### src/rtl/gppf_pkg.sv
`timescale 1ns / 1ps

package gppf_pkg;

  // Store sizes
  localparam int MAX_POINTS = 64;
  localparam int COORD_BITS = 20;
  localparam int MAX_LINES  = MAX_POINTS * (MAX_POINTS - 1) / 2;

  // Address and counter widths
  localparam int PT_AW  = $clog2(MAX_POINTS);
  localparam int LN_AW  = $clog2(MAX_LINES);
  localparam int CNT_W  = $clog2(MAX_POINTS + 1);
  localparam int LCNT_W = $clog2(MAX_LINES + 1);

  // Field widths fixed by the interface
  localparam int HELD_W    = 7;
  localparam int LIMIT_W   = 7;
  localparam int LIMIT_RST = 64;

  // Line coefficient widths: a and b are coordinate differences, c a difference of products
  localparam int COEF_W  = COORD_BITS + 1;
  localparam int PROD_W  = COEF_W + COORD_BITS;
  localparam int CONST_W = PROD_W + 1;

  typedef struct packed {
    logic signed [COORD_BITS-1:0] cand_x;
    logic signed [COORD_BITS-1:0] cand_y;
  } gppf_req_t;

  typedef struct packed {
    logic                         accepted;
    logic signed [COORD_BITS-1:0] echo_x;
    logic signed [COORD_BITS-1:0] echo_y;
    logic [HELD_W-1:0]            points_held;
    logic                         done_res;
  } gppf_res_t;

  // Controller to datapath
  typedef struct packed {
    logic              cand_ld;
    logic              hit_clr;
    logic              scan_pv;
    logic              scan_lv;
    logic              app_v;
    logic [PT_AW-1:0]  pt_addr;
    logic [LN_AW-1:0]  ln_rd_addr;
    logic [LN_AW-1:0]  ln_wr_addr;
    logic              pt_wr;
    logic [PT_AW-1:0]  pt_wr_addr;
    logic              out_ld;
    logic              out_acc;
    logic [HELD_W-1:0] out_held;
    logic              out_done;
  } gppf_cmd_t;

  // Datapath to controller
  typedef struct packed {
    logic hit;
  } gppf_sts_t;

endpackage

### src/rtl/gppf_ctrl.sv
`timescale 1ns / 1ps

module gppf_ctrl (
  input  logic                            clk,
  input  logic                            rst_n,
  input  logic                            in_valid,
  output logic                            in_stall,
  output logic                            out_valid,
  input  logic                            out_stall,
  input  logic                            cfg_wr_en,
  input  logic [gppf_pkg::LIMIT_W-1:0]    cfg_wr_data,
  input  gppf_pkg::gppf_sts_t             sts,
  output gppf_pkg::gppf_cmd_t             cmd
);
  import gppf_pkg::*;

  typedef enum logic [2:0] {
    ST_IDLE,
    ST_CHECK,
    ST_SCAN,
    ST_SDRAIN,
    ST_APPEND,
    ST_ADRAIN,
    ST_FINISH
  } state_t;

  state_t              state_r;
  logic [LIMIT_W-1:0]  limit_r;
  logic [CNT_W-1:0]    pc_r;
  logic [LCNT_W-1:0]   lc_r;
  logic [LCNT_W-1:0]   k_r;
  logic [1:0]          drain_r;
  logic                acc_r;
  logic                out_valid_r;

  logic [CNT_W-1:0]    lim;
  logic                full;
  logic [LCNT_W-1:0]   pc_ext;
  logic [LCNT_W-1:0]   scan_len;
  logic                scan_last;
  logic                app_last;
  logic                take_first;
  logic                take_scanned;

  // Clamp the limit to the store size
  always_comb begin
    if (int'(limit_r) > MAX_POINTS) begin
      lim = CNT_W'(MAX_POINTS);
    end else begin
      lim = CNT_W'(limit_r);
    end
  end

  assign full     = (pc_r >= lim);
  assign pc_ext   = LCNT_W'(pc_r);
  assign scan_len = (lc_r > pc_ext) ? lc_r : pc_ext;
  assign scan_last = (k_r == scan_len - LCNT_W'(1));
  assign app_last  = (k_r == pc_ext - LCNT_W'(1));

  // Accept paths: empty store, or a scan that found no hit
  assign take_first   = (state_r == ST_CHECK) && !full && (pc_r == '0);
  assign take_scanned = (state_r == ST_SDRAIN) && (drain_r == '0) && !sts.hit;

  // Drive datapath commands
  always_comb begin
    cmd            = '0;
    cmd.cand_ld    = in_valid && (state_r == ST_IDLE);
    cmd.hit_clr    = cmd.cand_ld;
    cmd.scan_pv    = (state_r == ST_SCAN) && (k_r < pc_ext);
    cmd.scan_lv    = (state_r == ST_SCAN) && (k_r < lc_r);
    cmd.app_v      = (state_r == ST_APPEND);
    cmd.pt_addr    = k_r[PT_AW-1:0];
    cmd.ln_rd_addr = k_r[LN_AW-1:0];
    cmd.ln_wr_addr = LN_AW'(lc_r + k_r);
    cmd.pt_wr      = take_first || take_scanned;
    cmd.pt_wr_addr = pc_r[PT_AW-1:0];
    cmd.out_ld     = (state_r == ST_FINISH) && (!out_valid_r || !out_stall);
    cmd.out_acc    = acc_r;
    cmd.out_held   = HELD_W'(pc_r);
    cmd.out_done   = full;
  end

  assign in_stall  = (state_r != ST_IDLE);
  assign out_valid = out_valid_r;

  // Sequencer
  always_ff @(posedge clk) begin
    if (!rst_n) begin
      state_r     <= ST_IDLE;
      limit_r     <= LIMIT_W'(LIMIT_RST);
      pc_r        <= '0;
      lc_r        <= '0;
      k_r         <= '0;
      drain_r     <= '0;
      acc_r       <= 1'b0;
      out_valid_r <= 1'b0;
    end else begin
      if (cfg_wr_en) begin
        limit_r <= cfg_wr_data;
      end

      // Drop a taken result, load a finished one
      if (out_valid_r && !out_stall) begin
        out_valid_r <= 1'b0;
      end
      if (cmd.out_ld) begin
        out_valid_r <= 1'b1;
      end

      unique case (state_r)
        ST_IDLE: begin
          if (in_valid) begin
            state_r <= ST_CHECK;
          end
        end
        ST_CHECK: begin
          if (full) begin
            acc_r   <= 1'b0;
            state_r <= ST_FINISH;
          end else if (pc_r == '0) begin
            acc_r   <= 1'b1;
            pc_r    <= pc_r + CNT_W'(1);
            state_r <= ST_FINISH;
          end else begin
            k_r     <= '0;
            state_r <= ST_SCAN;
          end
        end
        ST_SCAN: begin
          k_r <= k_r + LCNT_W'(1);
          if (scan_last) begin
            drain_r <= 2'd3;
            state_r <= ST_SDRAIN;
          end
        end
        ST_SDRAIN: begin
          if (drain_r != '0) begin
            drain_r <= drain_r - 2'd1;
          end else if (sts.hit) begin
            acc_r   <= 1'b0;
            state_r <= ST_FINISH;
          end else begin
            acc_r   <= 1'b1;
            k_r     <= '0;
            state_r <= ST_APPEND;
          end
        end
        ST_APPEND: begin
          k_r <= k_r + LCNT_W'(1);
          if (app_last) begin
            drain_r <= 2'd3;
            state_r <= ST_ADRAIN;
          end
        end
        ST_ADRAIN: begin
          if (drain_r != '0) begin
            drain_r <= drain_r - 2'd1;
          end else begin
            lc_r    <= lc_r + pc_ext;
            pc_r    <= pc_r + CNT_W'(1);
            state_r <= ST_FINISH;
          end
        end
        ST_FINISH: begin
          if (cmd.out_ld) begin
            state_r <= ST_IDLE;
          end
        end
        default: begin
          state_r <= ST_IDLE;
        end
      endcase
    end
  end

`ifndef SYNTH
  a_line_count: assert property (@(posedge clk) disable iff (!rst_n)
    (state_r == ST_IDLE) |-> (int'(lc_r) == int'(pc_r) * (int'(pc_r) - 1) / 2))
    else $error("line count out of step with point count");

  a_append_bump: assert property (@(posedge clk) disable iff (!rst_n)
    (state_r == ST_ADRAIN && drain_r == '0) |=> (int'(pc_r) == int'($past(pc_r)) + 1))
    else $error("append did not add one point");

  a_line_addr: assert property (@(posedge clk) disable iff (!rst_n)
    cmd.app_v |-> (int'(lc_r) + int'(k_r) < MAX_LINES))
    else $error("line write beyond store");
`endif

endmodule

### config.mk
export PLATFORM = sky130hd
export DESIGN_NAME = gppf_ctrl
export DESIGN_NICKNAME = d
export VERILOG_FILES = /design/src/rtl/gppf_pkg.sv /design/src/rtl/gppf_ctrl.sv
export SDC_FILE = /design/constraint.sdc
export NUM_CORES = 1
export LEC_CHECK = 0
export ABC_CLOCK_PERIOD_IN_PS = 4500
export BUFFER_PORTS_ARGS = -buffer_cell sky130_fd_sc_hd__buf_4
export CAP_MARGIN = 20
export CORE_ASPECT_RATIO = 2
export CORE_MARGIN = 5
export CORE_UTILIZATION = 45
export CTS_BUF_LIST = sky130_fd_sc_hd__clkbuf_8
export CTS_CLUSTER_SIZE = 20
export DETAILED_ROUTE_END_ITERATION = 8
export HOLD_SLACK_MARGIN = 0.03
export PLACE_DENSITY = 0.72
export RECOVER_POWER = 25
export SYNTH_ARGS = -nofsm -noshare
export SYNTH_HDL_FRONTEND = slang
export SYNTH_SLANG_ARGS = --single-unit
export TNS_END_PERCENT = 1
### constraint.sdc
create_clock -name clk -period 4.5 [get_ports clk]
set_input_delay 0.45 -clock clk [delete_from_list [all_inputs] [get_ports clk]]
set_output_delay 0.45 -clock clk [all_outputs]
set_load 0.005 [all_outputs]
==> reports/qor.txt <==
====================================================================================================
Unrepaired setup endpoints after global routing                                                false
Net count after synthesis                                                                        628
Area used by multi-input combinational logic                                                3190 um2
GRT Util Overall                                                                               0.221
Horizontal die dimension                                                                     80.6 um
Share of post-route cells with drive strength above 1                                          0.157
Crit path from                                                                          pc_r[4]$_SDFFE_PN0P_
Non-filler instance count after layout                                                           729
Number of buffers and inverters on the critical path                                               1
Floorplan die height                                                                          151 um
Least setup slack across all paths after layout                                             0.479 ns
Element type at the critical path start                                                    flip-flop
Std cell rows                                                                                     51
Period minus WS final                                                                        4.02 ns
Family of cells with the greatest summed delay on the critical path                     compound AO/OA/AOI/OAI gates
Total vias in the final route                                                                  4,069
Routability congestion estimate                                                                0.915
Outcome                                                                                 complete, but fails checks
Most frequent cells in the layout                                                       sky130_fd_sc_hd__buf_4, sky130_fd_sc_hd__ha_1, sky130_fd_sc_hd__inv_1
Total number of yosys warnings                                                                     0
Data arrival at the endpoint of the critical path                                            4.25 ns
Slew of the pin with the lowest slew margin                                                  1.53 ns
Final #Nets                                                                                      668
Antenna violations before repair                                                                   0
Syn Inst Count                                                                                   557
Clock-pin slew reported for the worst setup and hold paths after clock tree synthesis        0.09 ns
Global-route wire length before repair                                                     20,700 um
FFs w/ async S/R, synth                                                                            0
Launch instance of the worst min-delay path                                             cfg_wr_data[6]
Post-placement cell area                                                                    4970 um2
Maximum buffer depth of the clock tree                                                             2
Cell total after placement                                                                       722
Worst max-slew margin expressed relative to the limit                                        -0.0224
Violations in the final reports                                                         capacitance limit, slew limit
Final setup TNS                                                                                 0 ns
Dominant cell type by area after synthesis                                              sky130_fd_sc_hd__dfxtp_1
Worst setup EP type                                                                        flip-flop
Endpoint of the worst-slack reg-to-reg timing path                                      state_r[1]$_SDFFE_PN0P_
Number of failing hold endpoints at the final stage                                                0
End point of the worst hold path                                                        limit_r[6]$_SDFFE_PN1P_
Syn Std Cell Area                                                                           4490 um2
Netlist cell types                                                                                64
Total wire length                                                                          12,800 um
Endpoints failing setup                                                                            0
Clk sinks                                                                                         43
CTS-repair resized insts                                                                           0
Top-area cell type share of the netlist area                                                   0.192
Setup Skew                                                                                 0.0109 ns
Maximum single-stage delay on the critical path                                              0.66 ns
Primary flip-flop cell chosen by synthesis mapping                                      sky130_fd_sc_hd__dfxtp_1
Maxcap violations                                                                                  1
Count of flip-flops with a built-in enable after synthesis                                         0
FMAX                                                                                         249 MHz
Core Area                                                                                   9760 um2
Largest vdd supply drop                                                                   0.000302 V
Filler cell count in the final layout                                                            988
Fin util                                                                                       0.516
Number of clock buffers inserted by TritonCTS                                                      5
Category of the critical setup timing path                                                   reg2reg
Ranking of synthesized cells by area                                                    sky130_fd_sc_hd__dfxtp_1, sky130_fd_sc_hd__ha_1, sky130_fd_sc_hd__xnor2_1
FF-to-FF setup slack                                                                         0.48 ns
Chain of cells forming the critical path                                                inv_1 > ha_1 > a21oi_1 > o211ai_4 > o2bb2ai_4 > mux2i_1 > ha_1 > nand3_1 > xnor2_1 > mux2i_1 > xnor2_1 > o2111ai_1 > nor4_4 > a21oi_2 > o32ai_2
Average cell area after synthesis                                                           8.05 um2
Detailed placement HPWL                                                                    10,300 um
Crit path max fanout                                                                              14
Number of hold-repair buffers added at the cts stage                                               0
DRC violations left                                                                                0
Storage element area                                                                         861 um2
Number of buffers inserted to repair setup after CTS                                               0
Number of levels in the clock H-tree                                                               2
I/O pin count                                                                                     65
Number of port buffers                                                                            64
Total count of max-transition violations in the final report                                      37
Period utilization                                                                             0.893
Via count of the first global-routing pass                                                     4,108
Cell type of the slowest stage on the worst timing path                                 sky130_fd_sc_hd__dfxtp_1
Seq cells post-synth                                                                              43
Number of antenna diodes                                                                           0
Post-detailed-route count of antenna-violating nets                                                0
Worst path required time                                                                     4.73 ns
Floorplan die area                                                                        12,200 um2
PwrDens                                                                                   405 nW/um2
Initial Util                                                                                   0.459
Area Overhead vs Synth                                                                         12.4%
First-pass DRT Iterations                                                                          4
Final design area excluding fillers                                                         5040 um2
Root Buffer                                                                             sky130_fd_sc_hd__clkbuf_8
Static leakage                                                                               2.29 nW
Pre-CTS worst setup slack                                                                   0.523 ns
Aggregate global routing overflow                                                                  0
Iteration-0 DRC Markers                                                                          179
Routed length per placed instance                                                            17.5 um
Reg2reg path depth                                                                                15
Later-pin clock latency in the skew report                                                   0.31 ns
CTS tree                                                                                       built
Largest net degree at the start of global routing                                                 37
Reg-to-reg startpoint                                                                   pc_r[4]$_SDFFE_PN0P_
Hold Path Stages                                                                                   3
Number of vias per cell                                                                         5.58
Class of the tightest hold or removal check                                                   in2reg
Most common cell after layout, fill and taps aside                                      sky130_fd_sc_hd__buf_4
Part of the Yosys area used for sequential elements                                            0.192
====================================================================================================
## cells in the mapped netlist (all sizes together), types with 2 or more instances
| cell type | instances |
|---|---|
| and2 | 9 |
| or4 | 4 |
| ha | 56 |
| dfxtp | 43 |
| fa | 2 |
| or3 | 11 |
| mux2i | 20 |
| xnor2 | 35 |
| o2111ai | 3 |
| inv | 50 |
| and3 | 7 |
| o21bai | 7 |
| a21oi | 35 |
| o21a | 3 |
| and4 | 2 |
| o211ai | 7 |
| a21o | 4 |
| clkbuf | 20 |
| a21boi | 3 |
| nor3b | 2 |
| nand3b | 2 |
| nand2 | 39 |
| or4b | 2 |
| nor2 | 25 |
| a211oi | 9 |
| mux2 | 4 |
| o21ai | 26 |
| xor2 | 8 |
| o41ai | 2 |
| nand3 | 19 |
| o31ai | 5 |
| nand4 | 7 |
| nor2b | 11 |
| nand2b | 12 |
| o211a | 9 |
| nor4 | 6 |
| nor3 | 10 |
| buf | 22 |
## metal layers
layer,up-vias,part of all wire,global-route usage
met5,-,0,0
met4,0,0.049,0.113
met3,29,0.037,0.0268
met2,96,0.56,0.424
met1,1925,0.36,0.225
li1,2019,-,-
## logic make-up after synthesis
kind of cell             share of synthesized area
AND/OR/NAND/NOR                              0.206
XOR/XNOR                                    0.0856
adder cells (fa/ha/maj)                      0.165
buffers and inverters                       0.0960
AO/OA/AOI/OAI                                0.201
flip-flops                                   0.192
multiplexers                                0.0547
## cell type report
| type | count | area share |
|---|---|---|
| timing repair buffer | 75 | 0.107 |
| inverter | 51 | 0.0380 |
| clock buffer | 6 | 0.0164 |
| clock inverter | 1 | 0.000993 |
| multi-input combinational | 421 | 0.634 |
| tap | 132 | 0.0328 |
| sequential | 43 | 0.171 |
## stage by stage
stage / hold slack (ns) / power [mW]
detailed placement: 0.503 / 1.79
CTS: 0.355 / 2.06
global route: 0.350 / 2.20
finish: 0.354 / 2.04
global placement: 0.469 / 1.77
floorplan: 0.456 / 1.46
## report_power, final
part           switching (mW)  internal (mW)  total, mW
sequential              0.113          0.429      0.542
combinational           0.680          0.555       1.24
clock                   0.144          0.121      0.265
total                   0.937           1.10       2.04
## worst reg2reg max path, stage by stage (launching register included)
cell and delay (ns):
sky130_fd_sc_hd__dfxtp_1 0.66, sky130_fd_sc_hd__inv_1 0.13, sky130_fd_sc_hd__ha_1 0.39, sky130_fd_sc_hd__a21oi_1 0.26, sky130_fd_sc_hd__o211ai_4 0.11, sky130_fd_sc_hd__o2bb2ai_4 0.30, sky130_fd_sc_hd__mux2i_1 0.32, sky130_fd_sc_hd__ha_1 0.32
sky130_fd_sc_hd__nand3_1 0.12, sky130_fd_sc_hd__xnor2_1 0.15, sky130_fd_sc_hd__mux2i_1 0.17, sky130_fd_sc_hd__xnor2_1 0.15, sky130_fd_sc_hd__o2111ai_1 0.19, sky130_fd_sc_hd__nor4_4 0.31, sky130_fd_sc_hd__a21oi_2 0.13, sky130_fd_sc_hd__o32ai_2 0.25
## how the worst max path moves through the flow
| stage | to | slack (ns) | cells after the start |
|---|---|---|---|
| 2_1_floorplan | state_r[1]$_SDFFE_PN0P_ | 0.74 | 17 |
| 3_3_place_gp | state_r[1]$_SDFFE_PN0P_ | 0.66 | 15 |
| 3_5_place_dp | state_r[1]$_SDFFE_PN0P_ | 0.52 | 15 |
| 4_1_cts | state_r[1]$_SDFFE_PN0P_ | 0.48 | 15 |
| 5_1_grt | state_r[1]$_SDFFE_PN0P_ | 0.1 | 15 |
| 6_report | state_r[1]$_SDFFE_PN0P_ | 0.48 | 15 |
## flip-flops by register name, indices dropped and copies added (netlist names)
signal and cells:
acc_r 1, drain_r 2, k_r 11, lc_r 11
limit_r 7, out_valid 1, pc_r 7, state_r 3
Note: power is estimated with default switching activity, not from simulation.
